==> config.mk <==
export PLATFORM = sky130hd
export DESIGN_NAME = tcw_mod
export DESIGN_NICKNAME = d
export VERILOG_FILES = /design/src/rtl/tcw_mod.sv
export SDC_FILE = /design/constraint.sdc
export NUM_CORES = 1
export LEC_CHECK = 0
export BUFFER_PORTS_ARGS = -buffer_cell sky130_fd_sc_hd__buf_2
export CORE_MARGIN = 8
export CORE_UTILIZATION = 35
export DETAILED_ROUTE_END_ITERATION = 12
export PLACE_DENSITY = 0.62
export SYNTH_ARGS = -nofsm -noshare
export SYNTH_HDL_FRONTEND = slang
export SYNTH_SLANG_ARGS = --single-unit
==> constraint.sdc <==
create_clock -name clk -period 1.85 [get_ports clk]
set_clock_uncertainty 0.05 [all_clocks]
set_input_delay 0.0925 -clock clk [delete_from_list [all_inputs] [get_ports clk]]
set_output_delay 0.0925 -clock clk [all_outputs]
set_load 0.03 [all_outputs]
==> src/rtl/tcw_mod.sv <==
// Iterative remainder unit: 8-bit dividend modulo a 7-bit nonzero divisor.
// One bit per cycle, restoring; a dividend already below the divisor finishes at once.
`timescale 1ns / 1ps

module tcw_mod (
	input  logic       clk,
	input  logic       arst_n,
	input  logic       start,
	input  logic [7:0] dividend,
	input  logic [6:0] divisor,
	output logic       busy,
	output logic [6:0] remainder
);

	logic       busy_q;
	logic [2:0] step_q;
	logic [6:0] rem_q;
	logic [7:0] dvd_q;
	logic [6:0] dvs_q;
	logic [7:0] shifted;
	logic       take;

	assign shifted = {rem_q, dvd_q[7]};
	assign take    = shifted >= {1'b0, dvs_q};

	always_ff @(posedge clk or negedge arst_n) begin
		if (!arst_n) begin
			busy_q <= 1'b0;
			step_q <= '0;
			rem_q  <= '0;
			dvd_q  <= '0;
			dvs_q  <= 7'd1;
		end else if (start) begin
			dvs_q <= divisor;
			if (dividend < {1'b0, divisor}) begin
				rem_q  <= dividend[6:0];
				busy_q <= 1'b0;
			end else begin
				rem_q  <= '0;
				dvd_q  <= dividend;
				step_q <= 3'd7;
				busy_q <= 1'b1;
			end
		end else if (busy_q) begin
			rem_q  <= take ? 7'(shifted - {1'b0, dvs_q}) : shifted[6:0];
			dvd_q  <= {dvd_q[6:0], 1'b0};
			step_q <= step_q - 3'd1;
			if (step_q == 3'd0) begin
				busy_q <= 1'b0;
			end
		end
	end

	assign busy      = busy_q;
	assign remainder = rem_q;

endmodule

==> flow_summary.ini <==
[outcome]
outcome = finished with violations
violations = negative setup slack

[clock_network]
cts_buffer_depth = 2
cts_buffers = 3
clk_pin_slew_ns = 0.09
htreeDepth = 1
cts_tree = yes
clock-root-buffer = clkbuf_8
clk_latency_ns = 0.28
tritoncts_num_sinks = 26

[power_and_ir_drop]
pwr-share-seq = 0.291
vdd_drop_max_v = 0.000440
p_sw_mw = 1.03
switching_share = 0.396
p_int_mw = 1.57
leakage_nw = 1.15
power_frac_comb = 0.565
powerDensity_mw_per_mm2 = 1070
pwr-share-clk = 0.144

[sta]
setup_viol = 7
timing.fmax_mhz = 493
worst_pin_slew_ns = 0.609
timing.final.crit_share = 1.10
fin_crit_ns = 2.03
rsz0062_at_grt = true
finalHoldViolations = 0
slew_viol_final = 0
relSlewSlack = 0.594
hold_slack_ns = 0.0138
worst_slack_ns = -0.180

[route]
drtIter0Drc = 124
dr.pass1.iters = 4
avgRoutedWirePerCell_um = 14.8
drc_errors = 0
detail_route.vias_per_cell = 5.13
final_antenna_net_count = 0
routed_wl_um = 4780
num_vias = 1657

[global_routing]
grt_pass1_wl_um = 8190
grt_pass1_vias = 1676
antenna_found_initial = 0
grt_remaining_overflow = 0
grt.total_usage = 0.134
grt_max_degree = 27

[synthesis]
yosysTopAreaCell = dfrtp_1
yosysWarnings = 0
synth.top_cell.area_share = 0.347
avgSynthCellArea_um2 = 9.24
synth_area_mm2 = 0.00180
synthArstFlopShare = 1.00
ys_ff_latch = 26
syn_nets = 229
synth_cell_type_count = 48
yosys-top-cells-area = dfrtp_1, ha_1, nand3_1
yosysSeqAreaShare = 0.362
synth_flop_cell = dfrtp_1
yosysMostFrequentCell = dfrtp_1
synth_cells = 195
synth_edf_count = 0
synth_common_cells = dfrtp_1, inv_1, nand3_1, ha_1, nand2_1

[worst_setup_path]
reg2reg_depth = 8
cp_data_arrival_time_ns = 2.19
path_class = reg2reg
cp_max_fo = 7
slowest_stage = dfstp_2
crit_end = remainder[0]
cp_top_family = flip-flops
reg2reg_to = remainder[0]
worstPathCellList = ha_4, inv_2, fa_2, nand3_4, a31oi_4, nor2_8, mux2_4, o21ai_2
crit_start = dvs_q[0]
crit_path_end_kind = flip-flop
critPathMaxStageDelay_ns = 0.57
critPathBufInv = 1
rr_startpoint = dvs_q[0]
cp-start-kind = flip-flop
crit_required_ns = 2.01
r2r_setup_slack_ns = -0.18
cp.depth = 8

[finish]
fin_util = 0.482
drive_above_1_share = 0.336
n_antenna_cell = 0
nets = 288
syn_to_final_growth_pct = 34.8

[floorplanning]
core.rowCount = 26
dieArea_mm2 = 0.00770
initial_core_util = 0.357
die_h_um = 87.8
io_pins = 26
die_w_um = 87.8
core_area_mm2 = 0.00504

[place]
port_buffers = 25
gp_congestion = 0.797
hpwl_um = 3610
place_ws_ns = -0.171

[min_path]
min_path_type = in2reg

[flow_run]
cap_violations = 0
-- worst register-to-register path, stage by stage (launching register included) --
cell     delay, ns
dfstp_2       0.57
ha_4          0.13
inv_2         0.03
fa_2          0.37
nand3_4       0.09
a31oi_4       0.12
nor2_8        0.17
mux2_4        0.33
o21ai_2       0.11
-- metal layers --
| metal | wire, um | GRT usage | vias up |
|---|---|---|---|
| met5 | 0 | 0 | - |
| met4 | 24 | 0.0219 | 0 |
| met3 | 256 | 0.0319 | 3 |
| met2 | 2240 | 0.213 | 33 |
| met1 | 2260 | 0.180 | 788 |
| li1 | - | - | 833 |
-- timing repair --
item,4_1_cts,5_1_grt
hold buffers,5,0
setup endpoints to repair,7,9
pin swaps,3,5
setup buffers,2,1
resized for setup,4,4
hold endpoints to repair,29,0
-- logic make-up (layout without fill, tap and decap cells) --
family	Yosys count	after routing	share of synthesized area
mux	7	7	0.0424
fa+ha+maj	16	16	0.115
flops	26	26	0.362
simple gates	57	57	0.171
compound gates	57	57	0.226
buf+inv	28	86	0.0639
xor+xnor	4	4	0.0194
-- area by class of cell --
type                       instances  area [um2]
timing repair buffer              62         432
tap                               70        87.6
fill                             484        2610
multi-input combinational        141        1120
clock buffer                       4        55.1
sequential                        26         656
inverter                          20        75.1
-- power groups by stage --
stage / clock (mW) / combinational [mW] / sequential (mW)
detailed placement: 0 / 1.38 / 0.768
global route: 0.409 / 1.63 / 0.772
CTS: 0.390 / 1.44 / 0.757
floorplan: 0 / 0.774 / 0.877
global placement: 0 / 1.37 / 0.765
finish: 0.376 / 1.47 / 0.758
-- stage by stage --
step | power, mW | instance area, um2 | setup TNS (ns) | instances
CTS | 2.59 | 2400 | -0.644 | 322
global placement | 2.13 | 2270 | -0.482 | 311
global route | 2.81 | 2430 | -1.32 | 323
floorplan | 1.65 | 1870 | -0.217 | 195
detailed placement | 2.15 | 2270 | -0.703 | 311
finish | 2.60 | 2430 | -0.643 | 323
-- sequential cells by signal (all words and copies together), names as in the netlist --
| register | flops |
|---|---|
| dvd_q | 8 |
| dvs_q | 7 |
| remainder | 7 |
| step_q | 3 |
| busy | 1 |
-- worst min path at each step --
stage                to  slack, ns       start  cells past startpoint
2_1_floorplan      busy      -0.25      arst_n                      0
3_3_place_gp   dvd_q[1]        0.1      arst_n                      1
3_5_place_dp   dvd_q[3]        0.1      arst_n                      1
4_1_cts        dvs_q[4]      0.003  divisor[4]                      3
5_1_grt        dvs_q[4]       0.02  divisor[4]                      3
6_report       dvs_q[4]       0.01  divisor[4]                      3
-- cells in the final DEF, fill, tap and decap left out, drive strengths merged, types with 3 or more instances in the layout --
| master | netlist | final |
|---|---|---|
| a22oi | 7 | 7 |
| o311ai | 3 | 3 |
| clkbuf | 5 | 4 |
| a32oi | 3 | 3 |
| dlygate4sd3 | 0 | 5 |
| nand3 | 18 | 18 |
| dfrtp | 25 | 25 |
| ha | 15 | 15 |
| o21ai | 13 | 13 |
| nor2 | 7 | 7 |
| inv | 20 | 20 |
| buf | 3 | 57 |
| mux2i | 5 | 5 |
| a31oi | 6 | 6 |
| a211oi | 3 | 3 |
| nand3b | 4 | 4 |
| a21oi | 11 | 11 |
| nand2 | 14 | 14 |
| xor2 | 3 | 3 |
| and3 | 3 | 3 |
Note: power is estimated with default switching activity, not from simulation.
