`config.mk`:
```
export PLATFORM = sky130hd
export DESIGN_NAME = tcw_walker
export DESIGN_NICKNAME = d
export VERILOG_FILES = /design/src/rtl/tcw_pkg.sv /design/src/rtl/tcw_walker.sv
export SDC_FILE = /design/constraint.sdc
export NUM_CORES = 1
export LEC_CHECK = 0
export BUFFER_PORTS_ARGS = -buffer_cell sky130_fd_sc_hd__clkbuf_2
export CAP_MARGIN = 15
export CORE_MARGIN = 4
export CORE_UTILIZATION = 55
export DETAILED_ROUTE_END_ITERATION = 10
export GPL_ROUTABILITY_DRIVEN = 1
export GPL_TIMING_DRIVEN = 0
export HOLD_SLACK_MARGIN = 0.06
export PLACE_DENSITY_LB_ADDON = 0.15
export SKIP_LAST_GASP = 1
export SLEW_MARGIN = 10
export SYNTH_ARGS = -nofsm -noshare
export SYNTH_HDL_FRONTEND = slang
export SYNTH_SLANG_ARGS = --single-unit
export TNS_END_PERCENT = 30
```
`constraint.sdc`:
```
create_clock -name clk -period 5.4 [get_ports clk]
set_input_delay 0.81 -clock clk [delete_from_list [all_inputs] [get_ports clk]]
set_output_delay 0.81 -clock clk [all_outputs]
set_load 0.005 [all_outputs]
```
`src/rtl/tcw_pkg.sv`:
```
// Text console writer: shared types and constants.
// Used by the top level, the cell walker and the testbench; depends on nothing.
`timescale 1ns / 1ps

package tcw_pkg;

	localparam int COL_W  = 7;
	localparam int ROW_W  = 5;
	localparam int CELL_W = 16;

	localparam logic [1:0] OP_PUT_CHAR  = 2'd0;
	localparam logic [1:0] OP_CLEAR     = 2'd1;
	localparam logic [1:0] OP_MOVE_TO   = 2'd2;
	localparam logic [1:0] OP_READ_CELL = 2'd3;

	localparam logic [7:0] CHAR_NEWLINE = 8'h0A;
	localparam logic [7:0] CHAR_RETURN  = 8'h0D;
	localparam logic [7:0] CHAR_SPACE   = 8'h20;
	localparam logic [7:0] ATTR_DEFAULT = 8'h0F;

	localparam logic [COL_W-1:0] COLUMNS_RESET = 7'd80;
	localparam logic [ROW_W-1:0] ROWS_RESET    = 5'd25;

	localparam logic REG_COLUMNS = 1'b0;
	localparam logic REG_ROWS    = 1'b1;

	// Command for the cell walker: fill every cell, or scroll up one row
	typedef struct packed {
		logic              scroll;
		logic [CELL_W-1:0] fill;
	} walk_cmd_t;

endpackage

```
`src/rtl/tcw_walker.sv`:
```
// Cell walker: sweeps the screen store one cell per cycle to fill it or scroll it.
// Depends on tcw_pkg; drives the store's ports while busy.
`timescale 1ns / 1ps

module tcw_walker #(
	parameter int CELLS  = 2000,
	localparam int AW    = (CELLS > 1) ? $clog2(CELLS) : 1,
	localparam int CNT_W = $clog2(CELLS + 1)
) (
	input  logic                      clk,
	input  logic                      arst_n,
	input  logic                      start,
	input  tcw_pkg::walk_cmd_t        cmd,
	input  logic [CNT_W-1:0]          total,
	input  logic [CNT_W-1:0]          moved,
	input  logic [tcw_pkg::COL_W-1:0] nc,
	output logic                      busy,
	output logic                      we,
	output logic [AW-1:0]             waddr,
	output logic [tcw_pkg::CELL_W-1:0] wdata,
	output logic [AW-1:0]             raddr,
	input  logic [tcw_pkg::CELL_W-1:0] rdata
);

	logic                       run_q;
	logic                       scroll_q;
	logic [tcw_pkg::CELL_W-1:0] fill_q;
	logic [CNT_W-1:0]           k_q;
	logic [CNT_W-1:0]           total_q;
	logic [CNT_W-1:0]           moved_q;
	logic [CNT_W-1:0]           nc_q;
	logic                       wr_s1;
	logic                       blank_s1;
	logic [AW-1:0]              wa_s1;
	logic [CNT_W-1:0]           src;

	always_ff @(posedge clk or negedge arst_n) begin
		if (!arst_n) begin
			run_q    <= 1'b0;
			wr_s1    <= 1'b0;
			scroll_q <= 1'b0;
			fill_q   <= '0;
			k_q      <= '0;
			total_q  <= '0;
			moved_q  <= '0;
			nc_q     <= '0;
			blank_s1 <= 1'b0;
			wa_s1    <= '0;
		end else begin
			wr_s1    <= run_q;
			wa_s1    <= k_q[AW-1:0];
			blank_s1 <= k_q >= moved_q;
			if (start) begin
				run_q    <= 1'b1;
				k_q      <= '0;
				scroll_q <= cmd.scroll;
				fill_q   <= cmd.fill;
				total_q  <= total;
				moved_q  <= moved;
				nc_q     <= CNT_W'(nc);
			end else if (run_q) begin
				k_q <= k_q + CNT_W'(1);
				if (k_q == total_q - CNT_W'(1)) begin
					run_q <= 1'b0;
				end
			end
		end
	end

	// Upper rows copy from one row below; the bottom row reads itself to keep its attributes
	assign src   = (scroll_q && (k_q < moved_q)) ? k_q + nc_q : k_q;
	assign raddr = src[AW-1:0];

	assign busy  = run_q || wr_s1;
	assign we    = wr_s1;
	assign waddr = wa_s1;

	always_comb begin
		if (!scroll_q) begin
			wdata = fill_q;
		end else if (blank_s1) begin
			wdata = {rdata[15:8], tcw_pkg::CHAR_SPACE};
		end else begin
			wdata = rdata;
		end
	end

endmodule

```
==> results of run 1 <==
[worst max-delay path: cells and delay by family, from the launching register on]
family                     cells  cell delay (ns)
AOI/OAI and AO/OA              3             0.63
adders and majority gates      1             0.32
buffers and inverters          1             0.11
DFF                            1             0.59
muxes                          1             0.41
and+or+nand+nor                2             0.53
[power groups by stage]
stage	Combinational (uW)	Clock [uW]	Sequential [uW]
floorplan	144	0	598
global route	264	426	600
detailed placement	235	0	605
CTS	236	397	595
global placement	224	0	604
finish	233	391	595
[cell type report]
type | instances | area (sq um)
Inverter | 22 | 82.6
Clock buffer | 12 | 165
Fill cell | 516 | 1890
Tap cell | 77 | 96.3
Multi-Input combinational cell | 255 | 1860
Buffer | 16 | 60.1
Sequential cell | 71 | 1780
Timing Repair Buffer | 104 | 546
Clock inverter | 3 | 17.5
[layout by cell type (no fill, tap or decap), types with 3 or more instances in the layout]
| master | netlist | layout |
|---|---|---|
| sky130_fd_sc_hd__nor4_1 | 4 | 4 |
| sky130_fd_sc_hd__nand3_1 | 5 | 5 |
| sky130_fd_sc_hd__clkbuf_2 | 0 | 102 |
| sky130_fd_sc_hd__clkbuf_1 | 15 | 15 |
| sky130_fd_sc_hd__a21oi_1 | 12 | 12 |
| sky130_fd_sc_hd__inv_1 | 22 | 22 |
| sky130_fd_sc_hd__mux2_2 | 40 | 40 |
| sky130_fd_sc_hd__ha_1 | 20 | 20 |
| sky130_fd_sc_hd__o21a_1 | 4 | 4 |
| sky130_fd_sc_hd__nand2b_1 | 3 | 3 |
| sky130_fd_sc_hd__xor2_1 | 16 | 16 |
| sky130_fd_sc_hd__nand4_1 | 7 | 7 |
| sky130_fd_sc_hd__clkbuf_8 | 0 | 12 |
| sky130_fd_sc_hd__xnor2_1 | 16 | 16 |
| sky130_fd_sc_hd__o21ai_0 | 32 | 32 |
| sky130_fd_sc_hd__nor2_1 | 24 | 24 |
| sky130_fd_sc_hd__nor3_1 | 4 | 4 |
| sky130_fd_sc_hd__nand2_1 | 35 | 35 |
| sky130_fd_sc_hd__dfrtp_1 | 71 | 71 |
[through the flow]
step           utilization  std cells  instance area [sq um]  setup slack, ns  power (uW)
5_1_grt              0.709        560                   4600             1.44        1290
6_report             0.709        560                   4600             1.65        1220
3_5_place_dp         0.681        545                   4420             2.07         840
4_1_cts              0.709        560                   4600             1.66        1230
2_1_floorplan            -        364                   3780             2.53         742
3_3_place_gp         0.676        544                   4390             2.11         827
[logic make-up after synthesis]
| group | synth area share |
|---|---|
| AOI/OAI and AO/OA | 0.100 |
| xor gates and xnor gates | 0.0742 |
| adders and majority gates | 0.0715 |
| buffers and inverters | 0.0377 |
| DFF | 0.470 |
| muxes | 0.122 |
| and+or+nand+nor | 0.124 |
[cell usage after synthesis (2+ instances only)]
| master | n | area (sq um) |
|---|---|---|
| sky130_fd_sc_hd__nand4_1 | 7 | 43.8 |
| sky130_fd_sc_hd__a21oi_1 | 12 | 60.1 |
| sky130_fd_sc_hd__ha_1 | 20 | 250 |
| sky130_fd_sc_hd__mux2_2 | 40 | 450 |
| sky130_fd_sc_hd__a31oi_1 | 2 | 12.5 |
| sky130_fd_sc_hd__o21a_1 | 4 | 30.0 |
| sky130_fd_sc_hd__nor3_1 | 4 | 20.0 |
| sky130_fd_sc_hd__xnor2_1 | 16 | 140 |
| sky130_fd_sc_hd__nor2_1 | 24 | 90.1 |
| sky130_fd_sc_hd__xor2_1 | 16 | 140 |
| sky130_fd_sc_hd__nand2_1 | 35 | 131 |
| sky130_fd_sc_hd__nor3_2 | 2 | 20.0 |
| sky130_fd_sc_hd__clkbuf_1 | 15 | 56.3 |
| sky130_fd_sc_hd__nor4_1 | 4 | 25.0 |
| sky130_fd_sc_hd__dfrtp_1 | 71 | 1780 |
| sky130_fd_sc_hd__o21bai_1 | 2 | 15.0 |
| sky130_fd_sc_hd__or3_1 | 2 | 12.5 |
| sky130_fd_sc_hd__nor2b_1 | 2 | 12.5 |
| sky130_fd_sc_hd__a21o_1 | 2 | 15.0 |
| sky130_fd_sc_hd__o21ai_0 | 32 | 160 |
| sky130_fd_sc_hd__a211oi_1 | 2 | 15.0 |
| sky130_fd_sc_hd__nand2b_1 | 3 | 18.8 |
| sky130_fd_sc_hd__nand3_1 | 5 | 25.0 |
| sky130_fd_sc_hd__inv_1 | 22 | 82.6 |
[routing by layer]
| metal | vias up | routed length, um |
|---|---|---|
| met3 | 12 | 472 |
| met2 | 75 | 4180 |
| met1 | 1455 | 3830 |
| met4 | 0 | 115 |
| met5 | - | 0 |
| li1 | 1487 | - |
[path summary, 6_finish.rpt]
| path | start | end | slack, ns |
|---|---|---|---|
| setup / recovery | k_q[4] | raddr[6] | 1.65 |
| hold / removal | run_q | we | 0.38 |
| setup reg to reg | total_q[0] | run_q | 2.80 |
| hold reg to reg | run_q | we | 0.38 |
| max in group asynchronous | arst_n | moved_q[10] | 4.45 |
| min in group asynchronous | arst_n | moved_q[2] | 0.40 |
[registers in the layout, summed over array words and instances, names as in the netlist]
| name | count |
|---|---|
| k_q | 11 |
| moved_q | 11 |
| fill_q | 16 |
| we | 1 |
| nc_q | 7 |
| scroll_q | 1 |
| blank_s1 | 1 |
| waddr | 11 |
| total_q | 11 |
| run_q | 1 |
==> run summary, run 1 <==
The run finished with clean final reports. The most used flip-flop cell after synthesis was sky130_fd_sc_hd__dfrtp_1. The met2 usage in global routing was 0.358. The region available for standard cell placement spans 0.00649 sq mm. The logs give 4.59 ns for the data required time of the worst path and 9 for the TritonCTS buffer count. The fraction of the cycle the final worst path needs was 0.695. The port buffer count was 103. For the starting utilization of the core area, the log shows 0.582. The clock reaches the later pin of the worst-skew pair after 0.34 ns. For the number of DRC markers in iteration 0, the log shows 97. The smallest clock period supported by the final layout is computed as 3.75 ns. The run gives 3,087 as the via count of the first global-routing pass.

The final-stage net count was 565; the post-synth net total was 450. The layer with the highest usage after global routing is met2. The fraction of power consumed by the clock network is 0.321, and the die span in x is 90.9 um. Data arrival time of the critical path: 2.94 ns. The met1 capacity usage during global routing came out at 0.281.

The kind of start point of the critical path is a flip-flop. The proportion of power drawn by flip-flops and latches is 0.488. Counting instances, the worst hold path has a depth of 0. Entering global routing, the biggest net connects 47 pins. Compared with the post-synthesis result, the final layout area differs by 21.8%. The top fanout value on the critical path works out to 9. Post-synthesis sequential element count: 71. The total of hold buffers inserted after clock tree synthesis is 0. Synthesis produced 364 cells. The final number of max-transition violations was 0.

The HPWL after detailed placement was 6580 um. The met3 layer usage reported by global route is 0.0608, and the clock skew after layout is 0.00980 ns. Setup total negative slack on the finished layout was measured at 0 ns. The tools report the wire length of the first global-routing pass as 14,500 um. Count of standard-cell rows: 29.

For the worst flop-to-flop path, the logic depth is 8. The number of vias per cell is 5.41, and the maximum resistive drop on vdd is 0.150 mV. Clock root buffer: sky130_fd_sc_hd__clkbuf_8.

The initial antenna violation count came out at 0. The tools report the type of destination of the critical path as an output port. The tools report the buffer levels on the longest clock path as 2. Worst min-delay path category: reg2reg. The remaining routing DRC violations is 0. The combinational fraction of design power came out at 0.191. The worst setup path is of the reg2out kind.

For the portion of the post-synthesis area used by sequential elements, the log shows 0.470. TritonCTS built the clock tree. Number of buffers added for setup after CTS: 0. The mean cell area of the mapped netlist is 10.4 sq um. The final hold violation count was 0; the count of TritonRoute iterations in the first routing pass was 4. The static power due to leakage was 0.00230 uW; the count of synthesis-stage warnings from yosys was 0. The top achievable clock speed came out at 267 MHz.

The internal power of the cells totals 887 uW. Setup repair after global routing left no endpoint under its margin. Setup violations remaining at the end of the flow were counted as 0.

Clock-pin slew was measured on the worst setup and hold paths at 0.07 ns. After global routing the overflow that remains totals 0. The number of antenna cells inserted was 0; the slew at the pin closest to its max-slew limit was 0.593 ns. Once detail routing completed, the nets flagged for antenna violations numbered 0.

The aggregate global-route resource usage was 0.218; the number of clock sinks was 71. The vertical die dimension works out to 90.9 um. The cell at the slowest stage of the critical path is sky130_fd_sc_hd__dfrtp_1. The biggest cell delay along the critical path works out to 0.59 ns. The clock tree synthesis step divided the H-tree into 3 levels. Summing every instance area after synthesis gives 0.00378 sq mm.

Summed over all nets, the switching power comes to 333 uW. After synthesis, the netlist uses 44 different library cells. The number of gates resized after CTS was 0. The top-level port count is 105.

The post-synthesis async set-or-reset flop share was 1.00; the final wirelength was 8600 um. The tools report the relative slew slack as 0.605. The synthesized design contains 0 enable-type register cells. On the final layout, the worst hold slack is 0.379 ns. At the end of routability-driven placement, the weighted congestion stood at 0.851. Walking the worst path, the cells encountered are ha_1, a21oi_1, nor2_1, a211oi_1, a21oi_1, nor2_1, mux2_2, clkbuf_2.

The average wire length per cell after detail routing works out to 15.4 um. The floorplan step defined a die boundary enclosing 0.00826 sq mm. Across all layers, the routed design uses 3,029 vias.

The fraction of layout cells with a size suffix above 1 came out at 0.340. The tool flagged a number of max-cap violations equal to 0. Fraction of power spent switching nets: 0.273. Dividing total power by cell area gives a power density of 265 mW/mm^2.
Power figures use the tool's default switching activity.
==> run 2: changes to the inputs <==
CORE_UTILIZATION = 53   (was 55)
clock period = 3.9 ns   (was 5.4 ns; I/O delays follow)
==> run 2 against run 1 <==
Compared with the run above:
- hold slack worse by 0.16 ns
- routed wire length is 1.7% higher
- combinational power is 37% higher
- global-route usage is 0.29 points lower
- cell count is 3.6% higher
- clock skew is 0.0011 ns lower
- clock power is 48% higher
- sequential power is 39% higher
- design area is 0.52% higher
- register-to-register slack worse by 1.4 ns
- highest routed layer unchanged
==> run summary, run 2 (synthesis gave the netlist of run 1 again) <==
Leaving out fill and tap cells, the most frequent cell in the layout is sky130_fd_sc_hd__clkbuf_2. The tools report the pin count of the biggest net entering global routing as 38 (-19%). The cell at the slowest stage of the critical path was sky130_fd_sc_hd__dfrtp_1. The number of cells upsized or downsized after cts is 0 (unchanged), and the clock-pin slew on the worst setup and hold paths is 0.08 ns (about the same). The logs give 0.282 (+0.000616) for the met1 capacity usage during global routing and 0.330 mV (+120%) for the maximum resistive drop on vdd. The total of hold buffers inserted after clock tree synthesis was 0 (unchanged); the core area was 0.00687 sq mm (+5.8%).

The tools report the final number of max-transition violations as 0 (unchanged). The source-to-sink clock delay at the later pin of the worst-skew pair is 0.35 ns (about the same). Static power due to leakage: 0.00230 uW (+0.11%). The number of vias per cell came out at 5.24 (-3.2%). The die span in x came out at 92.4 um (+1.7%). For the count of standard-cell rows, the log shows 30 (+3.4%). The weighted congestion reported at the end of routability-driven placement came out at 0.846 (-0.58%). The top fanout value on the critical path was 9 (unchanged). The run gives 0.612 (+0.00681) as the relative slew slack.

The buffer levels on the longest clock path was 2 (unchanged); the via count of the first global-routing pass was 3,008 (-2.6%). The tightest min-delay check is of the in2async type. For the final wirelength, the log shows 8740 um (+1.7%).

The routed via count was 3,038 (+0.30%); the number of DRC markers in iteration 0 was 108 (+11%). The instance count after placement with tap cells included is 564 (+3.5%). Port buffer count: 103 (unchanged). The clock skew after layout was 0.00872 ns (-0.00108 ns). Cell area after layout: 0.00463 sq mm (+0.52%).

Setup repair after global routing left no endpoint under its margin. The count of TritonRoute iterations in the first routing pass is 5 (+1). The tools report the met3 layer usage reported by global route as 0.0317 (-0.0292). The average wire length per cell after detail routing is 15.1 um (-1.8%), and the slew at the pin closest to its max-slew limit is 0.582 ns (-0.0102 ns). TritonCTS built the clock tree. met2 is the most crowded layer. Fraction of the cycle the final worst path needs: 0.902. The fill cell total of the finished layout is 592 (+15%), and the time the final worst path needs with I/O delays and setup is 3.52 ns. The initial antenna violation count is 0 (unchanged).

The flow ran to the end, and the final reports show no timing, DRC or antenna violations. The number of maximum-capacitance constraint violations is 0 (unchanged). The critical setup path kind is reg2out.

The run gives 9 (unchanged) as the TritonCTS buffer count. Fraction of layout cells with a size suffix above 1: 0.337 (-0.00277). The worst setup path is launched from a flip-flop. Number of antenna cells inserted: 0 (unchanged). The floorplan die area is 0.00854 sq mm (+3.4%), and the remaining routing DRC violations is 0 (unchanged). The final global-route overflow total came out at 0 (unchanged). The tools report the number of buffers added for setup after CTS as 0 (unchanged).

The final-stage net count is 565 (unchanged). STA classifies the critical path endpoint as an output port. Total placed instance area: 0.00444 sq mm (+0.37%). CTS placed an instance of sky130_fd_sc_hd__clkbuf_8 at the clock tree root.

The area growth from synthesis to layout is 22.5%. The library cells used most frequently in the layout, excluding fill and tap cells, are 102 x sky130_fd_sc_hd__clkbuf_2, 71 x sky130_fd_sc_hd__dfrtp_1, 40 x sky130_fd_sc_hd__mux2_2, 35 x sky130_fd_sc_hd__nand2_1, 32 x sky130_fd_sc_hd__o21ai_0. On the critical path the largest part of the delay comes from flip-flops. The setup TNS is 0 ns (unchanged). The biggest cell delay along the critical path works out to 0.60 ns (about the same). The run gives 0 (unchanged) as the number of antenna-violating nets in the routed design. The run gives 0.382 ns (-1.27 ns) as the worst setup margin.

The vertical die dimension was 92.4 um (+1.7%); the worst setup slack after placement was 0.845 ns (-1.22 ns). Counting flops per register, the top entry is fill_q. Buffering stage count on the worst path with inverters included: 1 (unchanged).

For the number of setup violations in the final report, the log shows 0 (unchanged). The tools report the top-level port count as 105 (unchanged). The aggregate global-route resource usage is 0.215 (-0.00294), and the met2 usage in global routing is 0.359 (+0.000667). The number of clock sinks came out at 71 (unchanged). The run gives 2.93 ns (about the same) as the data arrival time of the critical path.

Walking the worst path, the cells encountered are ha_1, a21oi_1, nor2_1, a211oi_1, a21oi_1, nor2_1, mux2_2, clkbuf_2. The flip-flop count of the largest register, all copies and words added is 16 (unchanged). Final hold violation count: 0 (unchanged). Derived from the worst setup path, the maximum achievable clock frequency is 284 MHz. The tools report the data required time of the worst path as 3.31 ns (-1.28 ns). H-tree depth: 3 (unchanged).

The power density over the cells was 373 mW/mm^2 (+41%). The logs give 0.550 (-0.0317) for the starting utilization of the core area and 14,400 um (-0.29%) for the wire length of the first global-routing pass. The post-route non-filler standard cell count came out at 580 (+3.6%). HPWL after detailed placement: 6760 um (+2.8%).
## run 2: cell types whose count changed in the layout (fill, tap and decap cells not counted), sizes merged
cell      change
bufinv        +1
clkinv        +1
clkinvlp      -1
## run 2: final cells by class
| cell class | count | area, sq um | area share |
|---|---|---|---|
| Buffer | 16 | 60.1 | 0.0130 |
| Clock buffer | 12 | 145 | 0.0314 |
| Clock inverter | 4 | 45.0 | 0.00973 |
| Inverter | 22 | 82.6 | 0.0178 |
| Multi-Input combinational cell | 255 | 1860 | 0.402 |
| Sequential cell | 71 | 1780 | 0.384 |
| Tap cell | 96 | 120 | 0.0260 |
| Timing Repair Buffer | 104 | 538 | 0.116 |
## run 2: path summary, 6_finish.rpt
path | to | slack [ns] | cells after the start | startpoint
setup / recovery | raddr[5] | 0.38 | 8 | k_q[4]
hold / removal | nc_q[4] | 0.22 | 1 | arst_n
setup reg to reg | run_q | 1.37 | 8 | total_q[0]
hold reg to reg | we | 0.39 | 0 | run_q
max in group asynchronous | fill_q[13] | 3.12 | 2 | arst_n
min in group clk | we | 0.39 | 0 | run_q
## run 2: stage by stage
stage / power, uW / utilization / hold WS [ns]
6_report: 1730 / 0.674 / 0.222
5_1_grt: 1820 / 0.674 / 0.266
4_1_cts: 1740 / 0.674 / 0.229
3_5_place_dp: 1160 / 0.646 / 0.368
3_3_place_gp: 1150 / 0.643 / 0.367
2_1_floorplan: 1030 / - / 0.289
## run 2: power breakdown
group	switching [uW]	leakage (uW)	total [uW]	internal (uW)
clock network	269	0.000100	579	310
logic	157	0.00132	320	163
registers	38.8	0.000881	826	787
total	465	0.00230	1730	1260
## run 2: per-layer routing
metal | up-vias | routed length [um] | share of wire
met1 | 1460 | 3770 | 0.43
li1 | 1490 | - | -
met3 | 15 | 447 | 0.051
met4 | 0 | 140 | 0.016
met5 | - | 0 | 0
met2 | 73 | 4380 | 0.50
## run 2: worst register-to-register path, cell delays in order (launching register included)
cell                      delay [ns]
sky130_fd_sc_hd__dfrtp_1        0.41
sky130_fd_sc_hd__inv_1          0.09
sky130_fd_sc_hd__ha_1           0.26
sky130_fd_sc_hd__or4b_4         0.52
sky130_fd_sc_hd__or4_4          0.44
sky130_fd_sc_hd__nor3_2         0.13
sky130_fd_sc_hd__xnor2_1        0.14
sky130_fd_sc_hd__nand4_1        0.11
sky130_fd_sc_hd__o32a_1         0.30
==> run 3: changes to the inputs <==
ABC_AREA = 1   (was unset)
TNS_END_PERCENT = unset   (was 30)
==> run 3 against run 2 <==
Compared with the run above:
- power is 0.59% higher
- design area rose by 5.1%
- hold slack worse by 0.034 ns
- largest power group unchanged
- global-route usage rose by 2.9 points
- setup slack gained 0.39 ns
- fmax increased by 12%
- critical path type unchanged
- synthesized cell count up 45%
- non-clock buffer count is 2 higher
- utilization is 0.66 points lower
- highest routed layer unchanged
- cell count rose by 29%
- area after synthesis is 5.8% higher
==> run summary, run 3 <==
The HPWL after detailed placement was 8090 um (+20%); the number of setup violations in the final report was 0 (unchanged). The run gives 1.99 ns (+0.62 ns) as the worst reg-to-reg setup slack. In the post-synthesis netlist, the cell with the most instances is sky130_fd_sc_hd__nand2_1. Setup repair after global routing left no endpoint under its margin.

Following the worst setup path forward leads to its endpoint at raddr[8]. The run gives 0.473 (-0.006) as the proportion of power drawn by flip-flops and latches. For the post-route non-filler standard cell count, the log shows 746 (+29%). The maximum resistive drop on vdd is 0.219 mV (-34%), and the total of hold buffers inserted after clock tree synthesis is 0 (unchanged). For the post-synthesis cell count, the log shows 526 (+45%). Number of antenna-violating nets in the routed design: 0 (unchanged). Worst min-delay path category: in2async.

The relative slew slack was 0.598 (-0.0136); the die span in x was 94.9 um (+2.6%). The clock-pin slew on the worst setup and hold paths works out to 0.08 ns (about the same). The met3 layer usage reported by global route was 0.0375 (+0.00577); the setup TNS was 0 ns (unchanged).

For the final-layout worst hold slack, the log shows 0.188 ns (-0.0340 ns). TritonCTS built the clock tree. The tools report the final number of max-transition violations as 0 (unchanged).

Count of standard-cell rows: 31 (+3.3%). The critical setup path kind was reg2out. The run gives 0 (unchanged) as the remaining routing DRC violations.

Met2 usage in global routing: 0.395 (+0.0363). The number of synthesized flops with an enable pin was 0 (unchanged). The starting utilization of the core area is 0.548 (-0.00188), and the number of buffers added for setup after CTS is 0 (unchanged).

The power density over the cells is 357 mW/mm^2 (-4.3%), and the number of clock sinks is 71 (unchanged). The port buffer count works out to 104 (+0.97%). The startpoint identified for the worst register-to-register timing path is k_q[1]. The most area-hungry cell type in the Yosys netlist was sky130_fd_sc_hd__dfrtp_1.

The layer with the highest usage after global routing was met2. The static power due to leakage came out at 0.00264 uW (+15%). The share of Yosys cell area claimed by the top area cell type came out at 0.444 (-0.0258). The count of synthesis-stage warnings from yosys came out at 0 (unchanged).

The clock root buffer is sky130_fd_sc_hd__clkbuf_8. The tools report the wire length of the first global-routing pass as 16,900 um (+17%). H-tree depth: 3 (unchanged).

The top-level port count was 105 (unchanged); the fraction of power spent switching nets was 0.295 (+0.0254). The final global-route overflow total is 0 (unchanged), and the clock skew after layout is 0.00991 ns (+0.00119 ns). The average wire length per cell after detail routing is 13.9 um (-7.6%).

The run gives 0.182 (-0.003) as the combinational fraction of design power. The number of vias per cell is 5.09 (-2.9%), and the number of maximum-capacitance constraint violations is 0 (unchanged). The run gives 0 (unchanged) as the number of cells upsized or downsized after cts. The initial antenna violation count came out at 0 (unchanged). Ranked by total cell area, the synthesized netlist is headed by sky130_fd_sc_hd__dfrtp_1 44%, sky130_fd_sc_hd__nand2_1 16%, sky130_fd_sc_hd__o21ai_0 9.1%, sky130_fd_sc_hd__ha_1 6.3%, sky130_fd_sc_hd__inv_1 5.5%. The distinct cell type count of the synthesized netlist is 31 (-30%), and the time the final worst path needs with I/O delays and setup is 3.13 ns (-0.387 ns). The critical path starts at k_q[0]. The via count of the first global-routing pass was 3,542 (+18%); the fraction of layout cells with a size suffix above 1 was 0.215 (-0.122). The TritonCTS buffer count came out at 9 (unchanged). For the fraction of power consumed by the clock network, the log shows 0.345 (+0.009). The post-synthesis async set-or-reset flop share was 1.00 (unchanged). The number of DRC markers in iteration 0 is 229 (+110%).

In this run the critical register-to-register path is captured at k_q[10]. The post-synthesis sequential element count came out at 71 (unchanged). The top fanout value on the critical path works out to 7 (-2). The top achievable clock speed came out at 319 MHz (+12%). Relative to the synthesized area, the layout overhead comes to 21.7%. Leaving out fill and tap cells, the most frequent cell in the layout is sky130_fd_sc_hd__nand2_1. The logs give 0 (unchanged) for the final hold violation count and 0.244 (+0.0289) for the aggregate global-route resource usage.

For the count of TritonRoute iterations in the first routing pass, the log shows 4 (-1). The worst setup path is captured at an output port. The vertical die dimension was 94.9 um (+2.6%).

STA classifies the critical path startpoint as a flip-flop. The met1 capacity usage during global routing came out at 0.338 (+0.0560). The portion of the post-synthesis area used by sequential elements came out at 0.444 (-0.0258). After synthesis, the most frequently instantiated cells are 173 x sky130_fd_sc_hd__nand2_1, 73 x sky130_fd_sc_hd__o21ai_0, 71 x sky130_fd_sc_hd__dfrtp_1. The slew at the pin closest to its max-slew limit is 0.603 ns (+0.0204 ns). The final wirelength is 10,400 um (+19%). Counting flops per register, the top entry is fill_q. For the data required time of the worst path, the log shows 3.31 ns (about the same). For the core area, the log shows 0.00729 sq mm (+6.2%). The tools report the source-to-sink clock delay at the later pin of the worst-skew pair as 0.35 ns (about the same). The top cell types in the final layout, fill and taps aside, are 173 x sky130_fd_sc_hd__nand2_1, 105 x sky130_fd_sc_hd__clkbuf_2, 73 x sky130_fd_sc_hd__o21ai_0, 71 x sky130_fd_sc_hd__dfrtp_1, 59 x sky130_fd_sc_hd__inv_1.

The logs give 730 (+29%) for the instance count after placement with tap cells included and 0.00400 sq mm (+5.8%) for the post-synth design cell area. The final-stage net count is 728 (+29%). The most used flip-flop cell after synthesis is sky130_fd_sc_hd__dfrtp_1. The mean cell area of the mapped netlist is 7.60 sq um (-27%), and the data arrival time of the critical path is 2.55 ns (-0.38 ns). Fraction of the cycle the final worst path needs: 0.803 (-0.0994). Worst reg-to-reg path cell count: 8 (unchanged).

Flip-flop count of the largest register, all copies and words added: 16 (unchanged). Floorplan die area: 0.00900 sq mm (+5.3%). The run finished with clean final reports. The switching power is 512 uW (+10%), and the routed via count is 3,794 (+25%). For the buffer levels on the longest clock path, the log shows 2 (unchanged). The logs give 1220 uW (-2.9%) for the cell-internal power and 612 (+36%) for the post-synth net total. Weighted congestion reported at the end of routability-driven placement: 0.904 (+6.9%).

The pin count of the biggest net entering global routing was 43 (+13%). The number of antenna cells inserted was 0 (unchanged).
run 3: cell count changes in the layout (fill, tap and decap cells not counted), sizes merged, moves of 4 or more:
| cell | change |
|---|---|
| inv | +37 |
| nand2 | +142 |
| a21oi | +7 |
| nand4 | -4 |
| mux2 | -40 |
| nor2 | +9 |
| o21ai | +41 |
| o21a | -4 |
| nand3 | +21 |
| xor2 | -8 |
| xnor2 | -12 |
run 3: final cells by class:
class | instances | area, sq um
sequential | 71 | 1780
tap | 99 | 124
fill | 697 | 2430
clock inverter | 5 | 57.6
buffer | 17 | 80.1
timing repair buffer | 105 | 543
clock buffer | 11 | 141
inverter | 60 | 225
multi-input combinational | 378 | 1920
run 3: layer usage:
metal / routed length, um / up-vias
li1: - / 1910
met1: 4770 / 1758
met2: 4790 / 115
met3: 709 / 11
met4: 119 / 0
met5: 0 / -
run 3: power by group through the flow:
stage          Clock, uW  Combinational (uW)  Sequential (uW)
6_report             599                 316              820
5_1_grt              641                 364              827
4_1_cts              611                 319              820
3_5_place_dp           0                 317              835
3_3_place_gp           0                 303              833
2_1_floorplan          0                 186              823
run 3: per-stage QoR:
stage                     total power [uW]  setup slack [ns]  area, sq um  utilization
after global routing                  1830             0.560         4860        0.667
after detailed placement              1150              1.17         4660        0.640
after global placement                1140              1.15         4640        0.637
final                                 1740             0.769         4860        0.667
after CTS                             1750             0.779         4860        0.667
after floorplan                       1010              1.59         4000            -
run 3: worst min-delay path by stage:
| stage | endpoint | depth (start not counted) | start |
|---|---|---|---|
| CTS | fill_q[6] | 1 | arst_n |
| detailed placement | we | 0 | run_q |
| floorplan | blank_s1 | 0 | arst_n |
| global route | fill_q[6] | 1 | arst_n |
| finish | fill_q[6] | 1 | arst_n |
| global placement | we | 0 | run_q |
run 3: cell families (layout without fill, tap and decap cells):
| logic type | Yosys count | count (layout) | share of synthesized area |
|---|---|---|---|
| adder cells (fa/ha/maj) | 21 | 21 | 0.0676 |
| AND/OR/NAND/NOR | 248 | 248 | 0.260 |
| AO/OA/AOI/OAI | 97 | 97 | 0.125 |
| buffers and inverters | 77 | 198 | 0.0764 |
| XOR/XNOR | 12 | 12 | 0.0263 |
| flip-flops | 71 | 71 | 0.444 |
run 3: worst max-delay path: stages, from the launching register on:
cell,delay (ns)
sky130_fd_sc_hd__dfrtp_1,0.55
sky130_fd_sc_hd__ha_1,0.32
sky130_fd_sc_hd__fa_1,0.44
sky130_fd_sc_hd__nand3_1,0.12
sky130_fd_sc_hd__nand2_1,0.10
sky130_fd_sc_hd__nand2_1,0.07
sky130_fd_sc_hd__o211ai_1,0.10
sky130_fd_sc_hd__xor2_1,0.18
sky130_fd_sc_hd__nand2_1,0.08
sky130_fd_sc_hd__o21ai_0,0.09
sky130_fd_sc_hd__clkbuf_2,0.15
